`src/design/trilinear_voxel_splat_accumulator_core_defines.svh`:
```
// Assertion macros shared by the voxel splat accumulator RTL
`ifndef TRILINEAR_VOXEL_SPLAT_ACCUMULATOR_CORE_DEFINES_SVH
`define TRILINEAR_VOXEL_SPLAT_ACCUMULATOR_CORE_DEFINES_SVH

// Implication checked on every rising clock edge outside reset
`define TVSA_ASSERT_IMP(label, clk, rst_n, ante, cons) \
  label: assert property (@(posedge clk) disable iff (!rst_n) (ante) |-> (cons)) \
    else $error("assertion failed");

// Next-cycle implication checked outside reset
`define TVSA_ASSERT_NEXT(label, clk, rst_n, ante, cons) \
  label: assert property (@(posedge clk) disable iff (!rst_n) (ante) |=> (cons)) \
    else $error("assertion failed");

`endif

```
`src/design/tvsa_pkg.sv`:
```
// Package: types, constants and codes of the voxel splat accumulator
package tvsa_pkg;

  localparam int GridXDef = 32;
  localparam int GridYDef = 32;
  localparam int GridZDef = 32;
  localparam logic [26:0] OffsetSixteenths = 27'd1906720;
  localparam logic [12:0] SegSizeReset = 13'd50;
  localparam int CntW = 26;

  localparam logic CmdSplat = 1'b0;
  localparam logic CmdRead  = 1'b1;

  localparam logic [1:0] RegSegSize = 2'd0;
  localparam logic [1:0] RegOccMode = 2'd1;

  typedef struct packed {
    logic        cmd;
    logic [21:0] pos_x;
    logic [21:0] pos_y;
    logic [21:0] pos_z;
    logic [15:0] area_value;
    logic [15:0] intensity_value;
    logic [4:0]  voxel_x;
    logic [4:0]  voxel_y;
    logic [4:0]  voxel_z;
  } in_item_t;

  typedef struct packed {
    logic [47:0] sum_area;
    logic [47:0] sum_intensity;
    logic [31:0] sum_weight;
    logic        occupied;
    logic [3:0]  dropped_corners;
  } out_item_t;

  typedef enum logic [3:0] {
    ST_CLEAR, ST_IDLE, ST_LOAD, ST_DIV, ST_CORNER, ST_WMUL, ST_RD,
    ST_ACC, ST_WR, ST_RREAD, ST_RWAIT, ST_DONE
  } state_t;

  // Controller to datapath commands
  typedef struct packed {
    logic load;
    logic div_start;
    logic corner_eval;
    logic wmul;
    logic mem_rd;
    logic acc;
    logic mem_wr;
    logic next_corner;
    logic rread;
    logic emit;
    logic clr_wr;
  } ctl_t;

  // Datapath to controller status
  typedef struct packed {
    logic div_done;
    logic corner_in;
    logic last_corner;
    logic clr_last;
    logic is_read;
    logic occ_mode;
  } sts_t;

  localparam logic [2:0] CornerDx [8] = '{3'd0,3'd0,3'd1,3'd1,3'd0,3'd0,3'd1,3'd1};
  localparam logic [2:0] CornerDy [8] = '{3'd0,3'd1,3'd0,3'd1,3'd0,3'd1,3'd0,3'd1};
  localparam logic [2:0] CornerDz [8] = '{3'd0,3'd0,3'd0,3'd0,3'd1,3'd1,3'd1,3'd1};

endpackage

```
`src/design/tvsa_ctrl.sv`:
```
// Controller: sequences clearing sweep, divide, eight corner visits, reads
`include "trilinear_voxel_splat_accumulator_core_defines.svh"
module tvsa_ctrl (
  input  logic           clk,
  input  logic           rst_n,
  input  logic           start,
  output logic           busy,
  input  tvsa_pkg::sts_t sts,
  output tvsa_pkg::ctl_t ctl
);
  tvsa_pkg::state_t state_r, state_nxt;

  // next state
  always_comb begin
    state_nxt = state_r;
    case (state_r)
      tvsa_pkg::ST_CLEAR: if (sts.clr_last) state_nxt = tvsa_pkg::ST_IDLE;
      tvsa_pkg::ST_IDLE: begin
        if (start) begin
          state_nxt = tvsa_pkg::ST_LOAD;
        end
      end
      tvsa_pkg::ST_LOAD: begin
        state_nxt = sts.is_read ? tvsa_pkg::ST_RREAD : tvsa_pkg::ST_DIV;
      end
      tvsa_pkg::ST_DIV: begin
        if (sts.div_done) begin
          state_nxt = tvsa_pkg::ST_CORNER;
        end
      end
      tvsa_pkg::ST_CORNER: state_nxt = tvsa_pkg::ST_WMUL;
      tvsa_pkg::ST_WMUL: begin
        if (!sts.corner_in) begin
          state_nxt = sts.last_corner ? tvsa_pkg::ST_DONE : tvsa_pkg::ST_CORNER;
        end else if (sts.occ_mode) begin
          state_nxt = tvsa_pkg::ST_WR;
        end else begin
          state_nxt = tvsa_pkg::ST_RD;
        end
      end
      tvsa_pkg::ST_RD:  state_nxt = tvsa_pkg::ST_ACC;
      tvsa_pkg::ST_ACC: state_nxt = tvsa_pkg::ST_WR;
      tvsa_pkg::ST_WR:  state_nxt = sts.last_corner ? tvsa_pkg::ST_DONE
                                                    : tvsa_pkg::ST_CORNER;
      tvsa_pkg::ST_RREAD: state_nxt = tvsa_pkg::ST_RWAIT;
      tvsa_pkg::ST_RWAIT: state_nxt = tvsa_pkg::ST_DONE;
      tvsa_pkg::ST_DONE:  state_nxt = tvsa_pkg::ST_IDLE;
      default: state_nxt = tvsa_pkg::ST_IDLE;
    endcase
  end

  // outputs
  always_comb begin
    ctl = '0;
    busy = 1'b1;
    case (state_r)
      tvsa_pkg::ST_CLEAR: ctl.clr_wr = 1'b1;
      tvsa_pkg::ST_IDLE: begin
        busy = 1'b0;
        ctl.load = start;
      end
      tvsa_pkg::ST_LOAD: ctl.div_start = !sts.is_read;
      tvsa_pkg::ST_CORNER: ctl.corner_eval = 1'b1;
      tvsa_pkg::ST_WMUL: begin
        ctl.wmul = 1'b1;
        ctl.next_corner = !sts.corner_in && !sts.last_corner;
      end
      tvsa_pkg::ST_RD: ctl.mem_rd = 1'b1;
      tvsa_pkg::ST_ACC: ctl.acc = 1'b1;
      tvsa_pkg::ST_WR: begin
        ctl.mem_wr = 1'b1;
        ctl.next_corner = !sts.last_corner;
      end
      tvsa_pkg::ST_RREAD: ctl.rread = 1'b1;
      tvsa_pkg::ST_RWAIT: ctl.rread = 1'b0;
      tvsa_pkg::ST_DONE: ctl.emit = 1'b1;
      default: ctl = '0;
    endcase
  end

  // hold state
  always_ff @(posedge clk) begin
    if (!rst_n) begin
      state_r <= tvsa_pkg::ST_CLEAR;
    end else begin
      state_r <= state_nxt;
    end
  end

  `TVSA_ASSERT_NEXT(a_start_leaves_idle, clk, rst_n,
    state_r == tvsa_pkg::ST_IDLE && start, busy)
  `TVSA_ASSERT_IMP(a_emit_only_done, clk, rst_n, ctl.emit, state_r == tvsa_pkg::ST_DONE)
  `TVSA_ASSERT_IMP(a_no_write_while_idle, clk, rst_n, !busy, !ctl.mem_wr && !ctl.clr_wr)
endmodule
```
`config.mk`:
```
export PLATFORM = sky130hd
export DESIGN_NAME = tvsa_ctrl
export DESIGN_NICKNAME = d
export VERILOG_FILES = /design/src/design/tvsa_pkg.sv /design/src/design/tvsa_ctrl.sv
export VERILOG_INCLUDE_DIRS = /design/src /design/src/design
export SDC_FILE = /design/constraint.sdc
export NUM_CORES = 1
export LEC_CHECK = 0
export BUFFER_PORTS_ARGS = -buffer_cell sky130_fd_sc_hd__buf_2
export CAP_MARGIN = 20
export CORE_AREA = 2 2 39 41
export CTS_CLUSTER_SIZE = 10
export DETAILED_ROUTE_END_ITERATION = 6
export DIE_AREA = 0 0 41 43
export GPL_TIMING_DRIVEN = 1
export MAX_ROUTING_LAYER = met4
export PLACE_DENSITY = 0.66
export SLEW_MARGIN = 30
export SYNTH_ARGS = -nofsm -noshare
export SYNTH_HDL_FRONTEND = slang
export SYNTH_SLANG_ARGS = --single-unit
export TNS_END_PERCENT = 1
```
`constraint.sdc`:
```
create_clock -name clk -period 1.5 [get_ports clk]
set_input_delay 0.075 -clock clk [delete_from_list [all_inputs] [get_ports clk]]
set_output_delay 0.075 -clock clk [all_outputs]
set_load 0.01 [all_outputs]
```
Yosys cells after proc, flatten, opt, wreduce, memory -nomap -nowiden
Cells that the tools add are included.
{"block": "totals", "register_bits": 4, "input_bits": 9, "out_inout_bits": 12, "wordCells": 41}
{"block": "classes", "n_eq_ne": 14, "muxes": 20, "reduce_logical": 6}
{"operator": "case mux 4 bit (11 select lines)", "count": 1}
{"operator": "two-way mux 4 bit", "count": 7}
{"operator": "== test 4 x 3 -> 1 bit, second input constant", "count": 4}
{"operator": "== test 4 bit, second input constant", "count": 4}
{"operator": "two-way mux 1 bit", "count": 11}
{"operator": "== test 4 x 2 -> 1 bit, second input constant", "count": 2}
{"operator": "!= test 2 bit, second input constant", "count": 3}
{"operator": "== test 4 x 1 -> 1 bit, second input constant", "count": 1}
{"operator": "logical NOT 4 bit", "count": 1}
{"operator": "logical NOT 1 bit", "count": 3}
{"operator": "AND reduction 3 bit", "count": 1}
{"operator": "case mux 1 bit (2 select lines)", "count": 1}
{"operator": "logical AND 1 bit", "count": 1}

Logic depth before layout (Yosys ltp)
Gate-level depths: netlist (run 1).
{"block": "logic_depth", "depth_word": 3, "ltp_mapped": 6, "depth_no_buf": 4}

Worst setup path after synthesis (run 1)
No wires, ideal clock.
{"block": "synth_timing", "kind": "reg-to-reg", "startpoint": "reg state_r[1]", "endpoint": "reg state_r[0]", "t_arrival_ps": 1175, "setup_slack_ps": 173, "path_stages_with_launch": 5, "n_path_buf": 2, "period_less_slack_ps": 1327, "cell_sequence": "dfxtp_1 -> buf_2 -> buf_4 -> nor4_1 -> a221oi_1"}
{"block": "synth_via", "elab_chain_len": 3}
{"element": "start, declared", "line_no": "tvsa_ctrl.sv:11", "source": "tvsa_pkg::state_t state_r, state_nxt;"}
{"element": "start signal, assigned", "line_no": "tvsa_ctrl.sv:84", "source": "state_r <= tvsa_pkg::ST_CLEAR;"}
{"element": "start signal, assigned", "line_no": "tvsa_ctrl.sv:86", "source": "state_r <= state_nxt;"}
{"element": "== test 4 x 2 -> 1 bit (tied with other cells)", "line_no": "tvsa_ctrl.sv:16", "source": "case (state_r)"}
{"element": "!= test 2 bit (no source line)"}
{"element": "AND reduction 3 bit (no source line)"}
Parallel ways exist; a longest one is shown, timed or not.
A chain may end at the register's enable or synchronous reset.

==> results of run 1 <==
-- repair_timing --
action / in CTS / in global routing
gates resized for setup: 1 / 2
setup buffers: 0 / 0
pin swaps: 0 / 0
endpoints found under the hold margin: 0 / 0
setup endpoints to repair: 2 / 1
-- worst min-delay path by stage --
stage | start | end | slack (ns) | depth (start not counted)
3_3_place_gp | sts[2] | state_r[0]$_SDFFE_PN0P_ | 0.33 | 3
6_report | sts[2] | state_r[0]$_SDFFE_PN0P_ | 0.08 | 3
4_1_cts | sts[2] | state_r[0]$_SDFFE_PN0P_ | 0.07 | 3
2_1_floorplan | sts[1] | ctl[9] | 0.20 | 1
3_5_place_dp | sts[2] | state_r[0]$_SDFFE_PN0P_ | 0.33 | 3
5_1_grt | sts[2] | state_r[0]$_SDFFE_PN0P_ | 0.09 | 3
-- cells in the mapped netlist, types with 2 or more instances --
library cell,n
sky130_fd_sc_hd__inv_1,4
sky130_fd_sc_hd__nor4_1,2
sky130_fd_sc_hd__nor2b_1,2
sky130_fd_sc_hd__nand2b_1,4
sky130_fd_sc_hd__buf_2,2
sky130_fd_sc_hd__dfxtp_1,4
sky130_fd_sc_hd__a21oi_1,7
sky130_fd_sc_hd__nor3_1,4
sky130_fd_sc_hd__nor2_1,8
sky130_fd_sc_hd__buf_4,2
sky130_fd_sc_hd__nand2_1,6
sky130_fd_sc_hd__o22ai_1,2
sky130_fd_sc_hd__o211a_1,2
-- worst register-to-register path: cells and delay by family (launching register included) --
family | cells | cell delay, ns
buf+inv | 1 | 0.19
flops | 1 | 0.36
compound gates | 3 | 0.73
-- routing by layer --
metal	GRT usage [%]	part of all wire [%]	vias up
met4	6.00	1.5	0
li1	-	-	287
met2	24.1	46	24
met1	17.3	45	263
met5	-	0	-
met3	1.57	6.6	2
-- power by group through the flow --
stage                     clock (mW)  combinational [mW]  sequential, mW
after floorplan                    0              0.0621           0.117
after global placement             0              0.0816           0.126
after detailed placement           0              0.0826           0.127
after CTS                      0.144              0.0832           0.126
after global routing           0.148              0.0926           0.128
final                          0.140              0.0834           0.127
-- stage by stage --
step           utilization, %  area, sq um
2_1_floorplan               -          448
4_1_cts                  42.3          586
5_1_grt                  42.7          591
6_report                 42.7          591
3_5_place_dp             40.6          562
3_3_place_gp             40.6          562
-- cells by family (layout without fill, tap and decap cells) --
group | Yosys count | count (layout) | share of synthesized area [%]
compound gates | 19 | 19 | 29.6
simple gates | 33 | 33 | 38.0
mux | 1 | 1 | 2.23
flops | 4 | 4 | 17.9
buf+inv | 10 | 32 | 12.3
-- layout make-up --
cell class	count	area, sq um	area share (%)
multi-input combinational	53	317	53.6
timing repair buffer	24	130	22.0
sequential	4	82.6	14.0
clock buffer	3	22.5	3.81
tap	16	20.0	3.39
inverter	5	18.8	3.18
-- placed cells by master, fill, tap and decap left out, drive strengths merged, types with 2 or more instances in the layout --
master	n
nand2	6
nand2b	4
o211a	2
o22ai	2
dfxtp	4
buf	24
nor4	2
clkbuf	3
inv	5
nor3	4
nor2b	2
a21oi	7
nor2	8
==> results.sh, run 1 <==
export IMPL_clk_root_buffer_cell="sky130_fd_sc_hd__clkbuf_4"
export IMPL_syn_inst=67
export IMPL_place_port_buffers=20
export IMPL_synth_net_count=76
export IMPL_post_synth_top_area_cell="sky130_fd_sc_hd__dfxtp_1"
export IMPL_die_w_microns=41
export IMPL_outcome="finished clean"
export IMPL_clk_path_buf_depth=2
export IMPL_remaining_drc_errors=0
export IMPL_timing_clock_skew_ns=0.00377
export IMPL_crit_arrival_ns=1.34
export IMPL_clock_latency_ns=0.24
export IMPL_count_of_boundary_i_o_pins=21
export IMPL_number_of_enable_flip_flop_cells_after_synthesis=0
export IMPL_total_instance_count_after_detailed_placement=102
export IMPL_reg2reg_setup_slack_ns=0.12
export IMPL_timing_final_ws_setup_ns=0.0880
export IMPL_initial_core_util_pct=32.4
export IMPL_slowest_delay_ns=0.37
export IMPL_grt_pass1_vias=448
export IMPL_layout_min_cycle_time_ns=1.41
export IMPL_worst_endpoint_required_ns=1.42
export IMPL_min_path_type="in2reg"
export IMPL_beginning_of_the_critical_path="state_r[3]$_SDFFE_PN0P_"
export IMPL_vias_per_cell=5.49
export IMPL_crit_type="reg2out"
export IMPL_most_flop_heavy_register="state_r"
export IMPL_p_int_uw=241
export IMPL_share_comb_of_total_power_pct=23.8
export IMPL_detail_route_first_pass_iterations=4
export IMPL_design_core_area_sq_um=1380
export IMPL_seq_power_share_pct=36.2
export IMPL_worst_pin_slew_ns=0.356
export IMPL_fin_tns_setup_ns=0
export IMPL_critical_path_top_delay_family="buffers and inverters"
export IMPL_detail_route_wirelength_microns=1240
export IMPL_p_per_cell_area_nw_per_um2=593
export IMPL_die_area_sq_um=1760
export IMPL_synth_async_sr_flop_share_pct=0
export IMPL_die_height_microns=43
export IMPL_netlist_area_sq_um=448
export IMPL_detailedPlacementHpwl_microns=932
export IMPL_slew_viol_final=0
export IMPL_num_antenna_cells=0
export IMPL_finalSetupViolCount=0
export IMPL_layout_cell_share_with_drive_strength_beyond_1_pct=34.8
export IMPL_yosysSeqAreaShare_pct=17.9
export IMPL_wire_per_inst_microns=11.8
export IMPL_gr_ovfl_total=0
export IMPL_cts_tree="yes"
export IMPL_grt_use_total_pct=14.7
export IMPL_ys_types=31
export IMPL_layout_worst_path_cycle_share_pct=94.1
export IMPL_postSynthAreaPerCell_sq_um=6.69
export IMPL_critical_path_cell_count=3
export IMPL_drtIter0Drc=23
export IMPL_cts_buffers_inserted=3
export IMPL_number_of_nets_in_the_layout=100
export IMPL_worst_slew_margin_rel_pct=75.7
export IMPL_grt_antenna_before_repair=0
export IMPL_critical_path_sink="ctl[0]"
export IMPL_path_cells="buf_4, nor4_1, buf_2"
export IMPL_synth_seq_cells=4
export IMPL_synthFlopType="sky130_fd_sc_hd__dfxtp_1"
export IMPL_placement_setup_worst_slack_ns=0.0392
export IMPL_power_ir_vdd_worst_v=0.000357
export IMPL_first_pass_grt_wire_length_microns=1800
export IMPL_r2r_start="state_r[1]$_SDFFE_PN0P_"
export IMPL_routabilityCongestion=0.817
export IMPL_post_cts_hold_buffer_count=0
export IMPL_synth_top_area_share_pct=17.9
export IMPL_finalHoldWorstSlack_ns=0.0797
export IMPL_yosys_warnings=0
export IMPL_timing_critical_path_to_type="output pin"
export IMPL_num_rows=14
export IMPL_cpMaxStageDelayCell="sky130_fd_sc_hd__nor4_1"
export IMPL_htree_levels=1
export IMPL_final_instance_count_excl_fill=105
export IMPL_p_sw_share_pct=31.1
export IMPL_power_switching_uw=109
export IMPL_power_leakage_nw=0.311
export IMPL_reg2regPathDepth=4
export IMPL_area_growth_syn_to_layout_pct=31.8
export IMPL_grt_start_max_net_pins=17
export IMPL_clock_pin_slew_on_the_worst_setup_and_hold_paths_ns=0.04
export IMPL_clock_sinks=4
export IMPL_synth_top_area_cells="sky130_fd_sc_hd__dfxtp_1 (18%), sky130_fd_sc_hd__a21oi_1 (7.8%), sky130_fd_sc_hd__nor2_1 (6.7%)"
export IMPL_fmax_mhz=708
export IMPL_layout_filler_cells=142
export IMPL_drv_max_cap_violation_count=0
export IMPL_largest_reg_flops=4
export IMPL_r2r_end="state_r[0]$_SDFFE_PN0P_"
export IMPL_crit_path_max_fanout=11
export IMPL_critical_path_startpoint_type="flop"
export IMPL_biggest_registers_after_layout="state_r: 4 flops"
export IMPL_ant_nets=0
export IMPL_route_vias_total=576
export IMPL_fin_total_pwr_uw=350
export IMPL_rsz0062_at_grt="no"
export IMPL_p_clk_share_pct=40.0
export IMPL_critical_path_n_buffers_inverters=2
export IMPL_hold_violations=0
Note: power is estimated with default switching activity, not from simulation.
==> inputs of run 2 (changes only) <==
--- a/config.mk
+++ b/config.mk
@@ -14,7 +14,7 @@
 export DIE_AREA = 0 0 41 43
 export GPL_TIMING_DRIVEN = 1
 export MAX_ROUTING_LAYER = met4
-export PLACE_DENSITY = 0.66
+export PLACE_DENSITY = 0.62
 export SLEW_MARGIN = 30
 export SYNTH_ARGS = -nofsm -noshare
 export SYNTH_HDL_FRONTEND = slang
==> run 2 against run 1 <==
  * Worst setup slack got worse by 0.015 ns
  * Largest power group unchanged
  * Combinational power up 1%
  * Hold slack improved by 0.0057 ns
  * Die area unchanged
  * Fmax decreased by 1.0%
  * Via count increased by 0.17%
  * Critical path depth increased by 1
  * Routed wire length increased by 3.5%
  * Critical endpoint is now ctl[3]
==> results.sh, run 2 (synthesized netlist as in run 1, its figures left out) <==
export IMPL_timing_hold_worst_endpoint="state_r[0]$_SDFFE_PN0P_"
export IMPL_grt_antenna_before_repair=0
export IMPL_multi_input_comb_area_sq_um=319
export IMPL_post_cts_resized=1
export IMPL_post_cts_hold_buffer_count=0
export IMPL_clk_path_buf_depth=2
export IMPL_r2r_start="state_r[1]$_SDFFE_PN0P_"
export IMPL_p_per_cell_area_nw_per_um2=582
export IMPL_fmax_mhz=701
export IMPL_layout_filler_cells=159
export IMPL_reg2regPathDepth=4
export IMPL_min_from="sts[2]"
export IMPL_cpMaxStageDelayCell="sky130_fd_sc_hd__dfxtp_1"
export IMPL_final_util_pct=42.8
export IMPL_clk_root_buffer_cell="sky130_fd_sc_hd__clkbuf_4"
export IMPL_timing_clock_skew_ns=0.00207
export IMPL_grt_pass1_vias=463
export IMPL_share_comb_of_total_power_pct=24.5
export IMPL_p_int_uw=242
export IMPL_num_rows=14
export IMPL_wire_per_inst_microns=12.2
export IMPL_cts_tree="yes"
export IMPL_remaining_drc_errors=0
export IMPL_placement_setup_worst_slack_ns=0.0426
export IMPL_crit_type="reg2out"
export IMPL_slowest_delay_ns=0.38
export IMPL_rsz0062_at_grt="no"
export IMPL_largest_reg_flops=4
export IMPL_leading_cell_types_in_the_layout_fill_and_taps_excluded="sky130_fd_sc_hd__buf_2 (20), sky130_fd_sc_hd__nor2_1 (8), sky130_fd_sc_hd__a21oi_1 (7), sky130_fd_sc_hd__nand2_1 (6)"
export IMPL_drtIter0Drc=10
export IMPL_grt_use_total_pct=17.3
export IMPL_outcome="finished clean"
export IMPL_first_pass_grt_wire_length_microns=2040
export IMPL_biggest_registers_after_layout="state_r: 4 flops"
export IMPL_worst_pin_slew_ns=0.355
export IMPL_hold_violations=0
export IMPL_number_of_nets_in_the_layout=100
export IMPL_clock_latency_ns=0.23
export IMPL_ant_nets=0
export IMPL_min_path_type="in2reg"
export IMPL_r2r_end="state_r[0]$_SDFFE_PN0P_"
export IMPL_most_flop_heavy_register="state_r"
export IMPL_final_seq_area_sq_um=81.3
export IMPL_timing_critical_path_to_type="output pin"
export IMPL_initial_core_util_pct=32.4
export IMPL_critical_path_top_delay_family="simple AND/OR/NAND/NOR gates"
export IMPL_total_instance_count_after_detailed_placement=102
export IMPL_crit_path_max_fanout=6
export IMPL_detail_route_wirelength_microns=1280
export IMPL_die_w_microns=41
export IMPL_final_instance_count_excl_fill=105
export IMPL_post_cts_repair_setup_buffers=0
export IMPL_layout_min_cycle_time_ns=1.43
export IMPL_crit_arrival_ns=1.35
export IMPL_detail_route_first_pass_iterations=4
export IMPL_clock_sinks=4
export IMPL_clock_pin_slew_on_the_worst_setup_and_hold_paths_ns=0.04
export IMPL_seq_power_share_pct=37.0
export IMPL_final_common_cell="sky130_fd_sc_hd__buf_2"
export IMPL_timing_final_ws_setup_ns=0.0733
export IMPL_design_core_area_sq_um=1380
export IMPL_die_area_sq_um=1760
export IMPL_gr_ovfl_total=0
export IMPL_route_vias_total=577
export IMPL_area_growth_syn_to_layout_pct=32.1
export IMPL_finalSetupViolCount=0
export IMPL_p_sw_share_pct=29.8
export IMPL_detailedPlacementHpwl_microns=951
export IMPL_die_height_microns=43
export IMPL_power_ir_vdd_worst_v=0.000374
export IMPL_p_clk_share_pct=38.5
export IMPL_slew_viol_final=0
export IMPL_path_cells="or2b_1, o22ai_1, and2_1, buf_2"
export IMPL_power_switching_uw=103
export IMPL_reg2reg_setup_slack_ns=0.17
export IMPL_worst_endpoint_required_ns=1.42
export IMPL_cts_buffers_inserted=3
export IMPL_drv_max_cap_violation_count=0
export IMPL_fin_tns_setup_ns=0
export IMPL_grt_start_max_net_pins=17
export IMPL_whs_path_depth=3
export IMPL_critical_path_n_buffers_inverters=1
export IMPL_critical_path_startpoint_type="flop"
export IMPL_vias_per_cell=5.50
export IMPL_routabilityCongestion=0.854
export IMPL_layout_cell_share_with_drive_strength_beyond_1_pct=33.7
export IMPL_count_of_boundary_i_o_pins=21
export IMPL_worst_slew_margin_rel_pct=75.7
export IMPL_power_leakage_nw=0.309
export IMPL_htree_levels=1
export IMPL_layout_worst_path_cycle_share_pct=95.1
export IMPL_num_antenna_cells=0
export IMPL_place_port_buffers=20
-- run 2: changes by cell type in the layout (fill, tap and decap cells not counted) --
cell                      change
sky130_fd_sc_hd__or2b_1       +1
sky130_fd_sc_hd__or2b_4       -1
sky130_fd_sc_hd__dfxtp_2      -1
sky130_fd_sc_hd__dfxtp_1      +1
sky130_fd_sc_hd__nor4_1       -1
sky130_fd_sc_hd__nor4_2       +1
-- run 2: tightest hold or removal path, stage by stage --
cell,delay [ns]
sky130_fd_sc_hd__buf_2,0.10
sky130_fd_sc_hd__inv_1,0.04
sky130_fd_sc_hd__a221oi_1,0.06
-- run 2: worst max-delay path by stage --
stage | endpoint | depth (start not counted) | startpoint
after floorplan | state_r[0]$_SDFFE_PN0P_ | 4 | state_r[1]$_SDFFE_PN0P_
after global placement | state_r[1]$_SDFFE_PN0P_ | 4 | state_r[0]$_SDFFE_PN0P_
after detailed placement | state_r[1]$_SDFFE_PN0P_ | 4 | state_r[0]$_SDFFE_PN0P_
after CTS | ctl[3] | 4 | state_r[2]$_SDFFE_PN0P_
after global routing | ctl[3] | 4 | state_r[2]$_SDFFE_PN0P_
final | ctl[3] | 4 | state_r[2]$_SDFFE_PN0P_
-- run 2: final cells by class --
type	count	area share, %
Multi-Input combinational cell	53	53.9
Sequential cell	4	13.7
Inverter	5	3.17
Tap cell	16	3.38
Clock buffer	3	3.81
Timing Repair Buffer	24	22.0
-- run 2: power by group through the flow --
| stage | clock network (mW) | logic [mW] | registers [mW] |
|---|---|---|---|
| floorplan | 0 | 0.0621 | 0.117 |
| global placement | 0 | 0.0824 | 0.127 |
| detailed placement | 0 | 0.0829 | 0.127 |
| CTS | 0.138 | 0.0833 | 0.126 |
| global route | 0.143 | 0.0957 | 0.129 |
| finish | 0.133 | 0.0844 | 0.128 |
-- run 2: metrics by stage --
step                      hold WS, ns  power [mW]  area, sq um
after floorplan                 0.200       0.179          448
after global placement          0.328       0.209          562
after detailed placement        0.332       0.210          562
after CTS                      0.0769       0.348          586
after global routing           0.0891       0.367          592
final                          0.0854       0.345          592
-- run 2: per-layer routing --
layer / global-route usage (%) / share of wire (%)
met2: 23.4 / 47
met4: 8.00 / 0
met3: 4.71 / 7.1
met5: - / 0
met1: 23.1 / 46
==> inputs of run 3 (changes only) <==
--- a/config.mk
+++ b/config.mk
@@ -8,13 +8,12 @@
 export LEC_CHECK = 0
 export BUFFER_PORTS_ARGS = -buffer_cell sky130_fd_sc_hd__buf_2
 export CAP_MARGIN = 20
-export CORE_AREA = 2 2 39 41
+export CORE_UTILIZATION = 30
 export CTS_CLUSTER_SIZE = 10
 export DETAILED_ROUTE_END_ITERATION = 6
-export DIE_AREA = 0 0 41 43
 export GPL_TIMING_DRIVEN = 1
 export MAX_ROUTING_LAYER = met4
-export PLACE_DENSITY = 0.62
+export PLACE_DENSITY = 0.57
 export SLEW_MARGIN = 30
 export SYNTH_ARGS = -nofsm -noshare
 export SYNTH_HDL_FRONTEND = slang
==> run 3 against run 2 <==
  * Die area down 6.3%
  * Register-to-register slack got worse by 0.04 ns
  * Combinational power fell by 1%
  * Final area up 0.85%
  * Sequential share of layout area rose by 0.094 points
  * Fmax up 0.89%
  * Count of clock-buffer cells in the layout is the same
  * Largest cell class unchanged
==> results.sh, run 3 (synthesized netlist as in run 1, its figures left out) <==
export IMPL_detailedPlacementHpwl_microns=934
export IMPL_cts_buffers_inserted=3
export IMPL_worst_slew_margin_rel_pct=74.4
export IMPL_wire_per_inst_microns=11.6
export IMPL_most_flop_heavy_register="state_r"
export IMPL_gr_ovfl_total=0
export IMPL_layout_filler_cells=151
export IMPL_slowest_delay_ns=0.37
export IMPL_worst_pin_slew_ns=0.374
export IMPL_number_of_nets_in_the_layout=101
export IMPL_design_core_area_sq_um=1350
export IMPL_power_leakage_nw=0.315
export IMPL_post_cts_repair_setup_buffers=0
export IMPL_fin_tns_setup_ns=0
export IMPL_worst_endpoint_required_ns=1.42
export IMPL_r2r_end="state_r[0]$_SDFFE_PN0P_"
export IMPL_num_antenna_cells=0
export IMPL_cts_tree="yes"
export IMPL_r2r_start="state_r[1]$_SDFFE_PN0P_"
export IMPL_grt_pass1_vias=443
export IMPL_hold_violations=0
export IMPL_power_ir_vdd_worst_v=0.000304
export IMPL_htree_levels=1
export IMPL_drv_max_cap_violation_count=0
export IMPL_clock_sinks=4
export IMPL_finalSetupViolCount=0
export IMPL_critical_path_startpoint_type="flop"
export IMPL_grt_use_total_pct=17.7
export IMPL_reg2regPathDepth=4
export IMPL_whs_path_depth=3
export IMPL_remaining_drc_errors=0
export IMPL_timing_critical_path_to_type="output pin"
export IMPL_die_area_sq_um=1650
export IMPL_layout_min_cycle_time_ns=1.41
export IMPL_drtIter0Drc=15
export IMPL_crit_arrival_ns=1.34
export IMPL_layout_cell_share_with_drive_strength_beyond_1_pct=35.6
export IMPL_crit_type="reg2out"
export IMPL_placement_setup_worst_slack_ns=0.0768
export IMPL_clk_root_buffer_cell="sky130_fd_sc_hd__clkbuf_4"
export IMPL_fmax_mhz=707
export IMPL_ant_nets=0
export IMPL_grt_start_max_net_pins=17
export IMPL_detail_route_first_pass_iterations=4
export IMPL_min_path_type="in2reg"
export IMPL_outcome="finished clean"
export IMPL_routabilityCongestion=0.890
export IMPL_num_rows=13
export IMPL_beginning_of_the_critical_path="state_r[2]$_SDFFE_PN0P_"
export IMPL_detail_route_wirelength_microns=1210
export IMPL_finalHoldWorstSlack_ns=0.0888
export IMPL_count_of_boundary_i_o_pins=21
export IMPL_rsz0062_at_grt="no"
export IMPL_final_common_cell="sky130_fd_sc_hd__buf_2"
export IMPL_timing_clock_skew_ns=0.0109
export IMPL_crit_path_max_fanout=7
export IMPL_route_vias_total=557
export IMPL_critical_path_sink="ctl[3]"
export IMPL_grt_antenna_before_repair=0
export IMPL_clk_path_buf_depth=2
export IMPL_cpMaxStageDelayCell="sky130_fd_sc_hd__dfxtp_2"
export IMPL_biggest_registers_after_layout="state_r: 4 flops"
export IMPL_clock_pin_slew_on_the_worst_setup_and_hold_paths_ns=0.05
export IMPL_clock_latency_ns=0.25
export IMPL_place_port_buffers=20
export IMPL_die_w_microns=40.6
export IMPL_timing_final_ws_setup_ns=0.0859
export IMPL_vias_per_cell=5.30
export IMPL_path_cells="or2b_4, o22ai_1, and2_1, buf_2"
export IMPL_first_pass_grt_wire_length_microns=1870
export IMPL_die_height_microns=40.6
export IMPL_slew_viol_final=0
export IMPL_initial_core_util_pct=33.2
export IMPL_largest_reg_flops=4
export IMPL_p_per_cell_area_nw_per_um2=591
export IMPL_post_cts_hold_buffer_count=0
export IMPL_layout_worst_path_cycle_share_pct=94.3
export IMPL_fin_total_pwr_uw=353
export IMPL_reg2reg_setup_slack_ns=0.13
export IMPL_leading_cell_types_in_the_layout_fill_and_taps_excluded="sky130_fd_sc_hd__buf_2 (20), sky130_fd_sc_hd__nor2_1 (8), sky130_fd_sc_hd__a21oi_1 (7), sky130_fd_sc_hd__nand2_1 (6), sky130_fd_sc_hd__buf_4 (5)"
export IMPL_area_growth_syn_to_layout_pct=33.2
==> run 3: cell types whose count changed in the layout (fill, tap and decap cells not counted) <==
cell	delta
sky130_fd_sc_hd__buf_4	+1
sky130_fd_sc_hd__dfxtp_1	-1
sky130_fd_sc_hd__dfxtp_2	+1
sky130_fd_sc_hd__nor4_1	+1
sky130_fd_sc_hd__nor4_2	-1
sky130_fd_sc_hd__or2b_1	-1
sky130_fd_sc_hd__or2b_4	+1
==> run 3: routing by layer <==
metal	wire, microns	track usage, %	vias to the layer above
li1	-	-	293
met1	606	20.7	247
met2	535	28.2	17
met3	72	8.15	0
met4	0	2.50	0
met5	0	-	-
==> run 3: final cells by class <==
class | instances | area, sq um | share of cell area [%]
Timing Repair Buffer | 25 | 138 | 23.1
Inverter | 5 | 18.8 | 3.14
Multi-Input combinational cell | 53 | 317 | 53.0
Sequential cell | 4 | 82.6 | 13.8
Clock buffer | 3 | 22.5 | 3.77
Tap cell | 15 | 18.8 | 3.14
==> run 3: worst min path at each step <==
stage	to	start	slack, ns
6_report	state_r[0]$_SDFFE_PN0P_	sts[2]	0.09
3_5_place_dp	state_r[0]$_SDFFE_PN0P_	sts[2]	0.34
2_1_floorplan	ctl[9]	sts[1]	0.20
4_1_cts	state_r[0]$_SDFFE_PN0P_	sts[2]	0.09
3_3_place_gp	state_r[0]$_SDFFE_PN0P_	sts[2]	0.32
5_1_grt	state_r[2]$_SDFFE_PN0P_	rst_n	0.09
==> run 3: report_power, final <==
part           switching (mW)  internal (mW)  leakage [nW]
Combinational          0.0431         0.0400         0.268
Sequential             0.0146          0.112        0.0333
Clock                  0.0531         0.0901        0.0138
==> run 3: timing repair <==
| action | CTS | global route |
|---|---|---|
| setup endpoints to repair | 0 | 8 |
| gates resized for setup | 0 | 3 |
| endpoints found under the hold margin | 0 | 0 |
==> run 3: stage by stage <==
stage	std cells	area, sq um	util (%)
after floorplan	67	448	-
after global placement	102	568	42.1
after detailed placement	102	568	42.1
after CTS	105	591	43.7
after global routing	105	597	44.2
final	105	597	44.2
==> run 3: worst max-delay path: cells and delay by family (launching register included) <==
| kind | cells | cell delay [ns] |
|---|---|---|
| and+or+nand+nor | 2 | 0.47 |
| DFF | 1 | 0.37 |
| buffers and inverters | 1 | 0.14 |
| AOI/OAI and AO/OA | 1 | 0.12 |
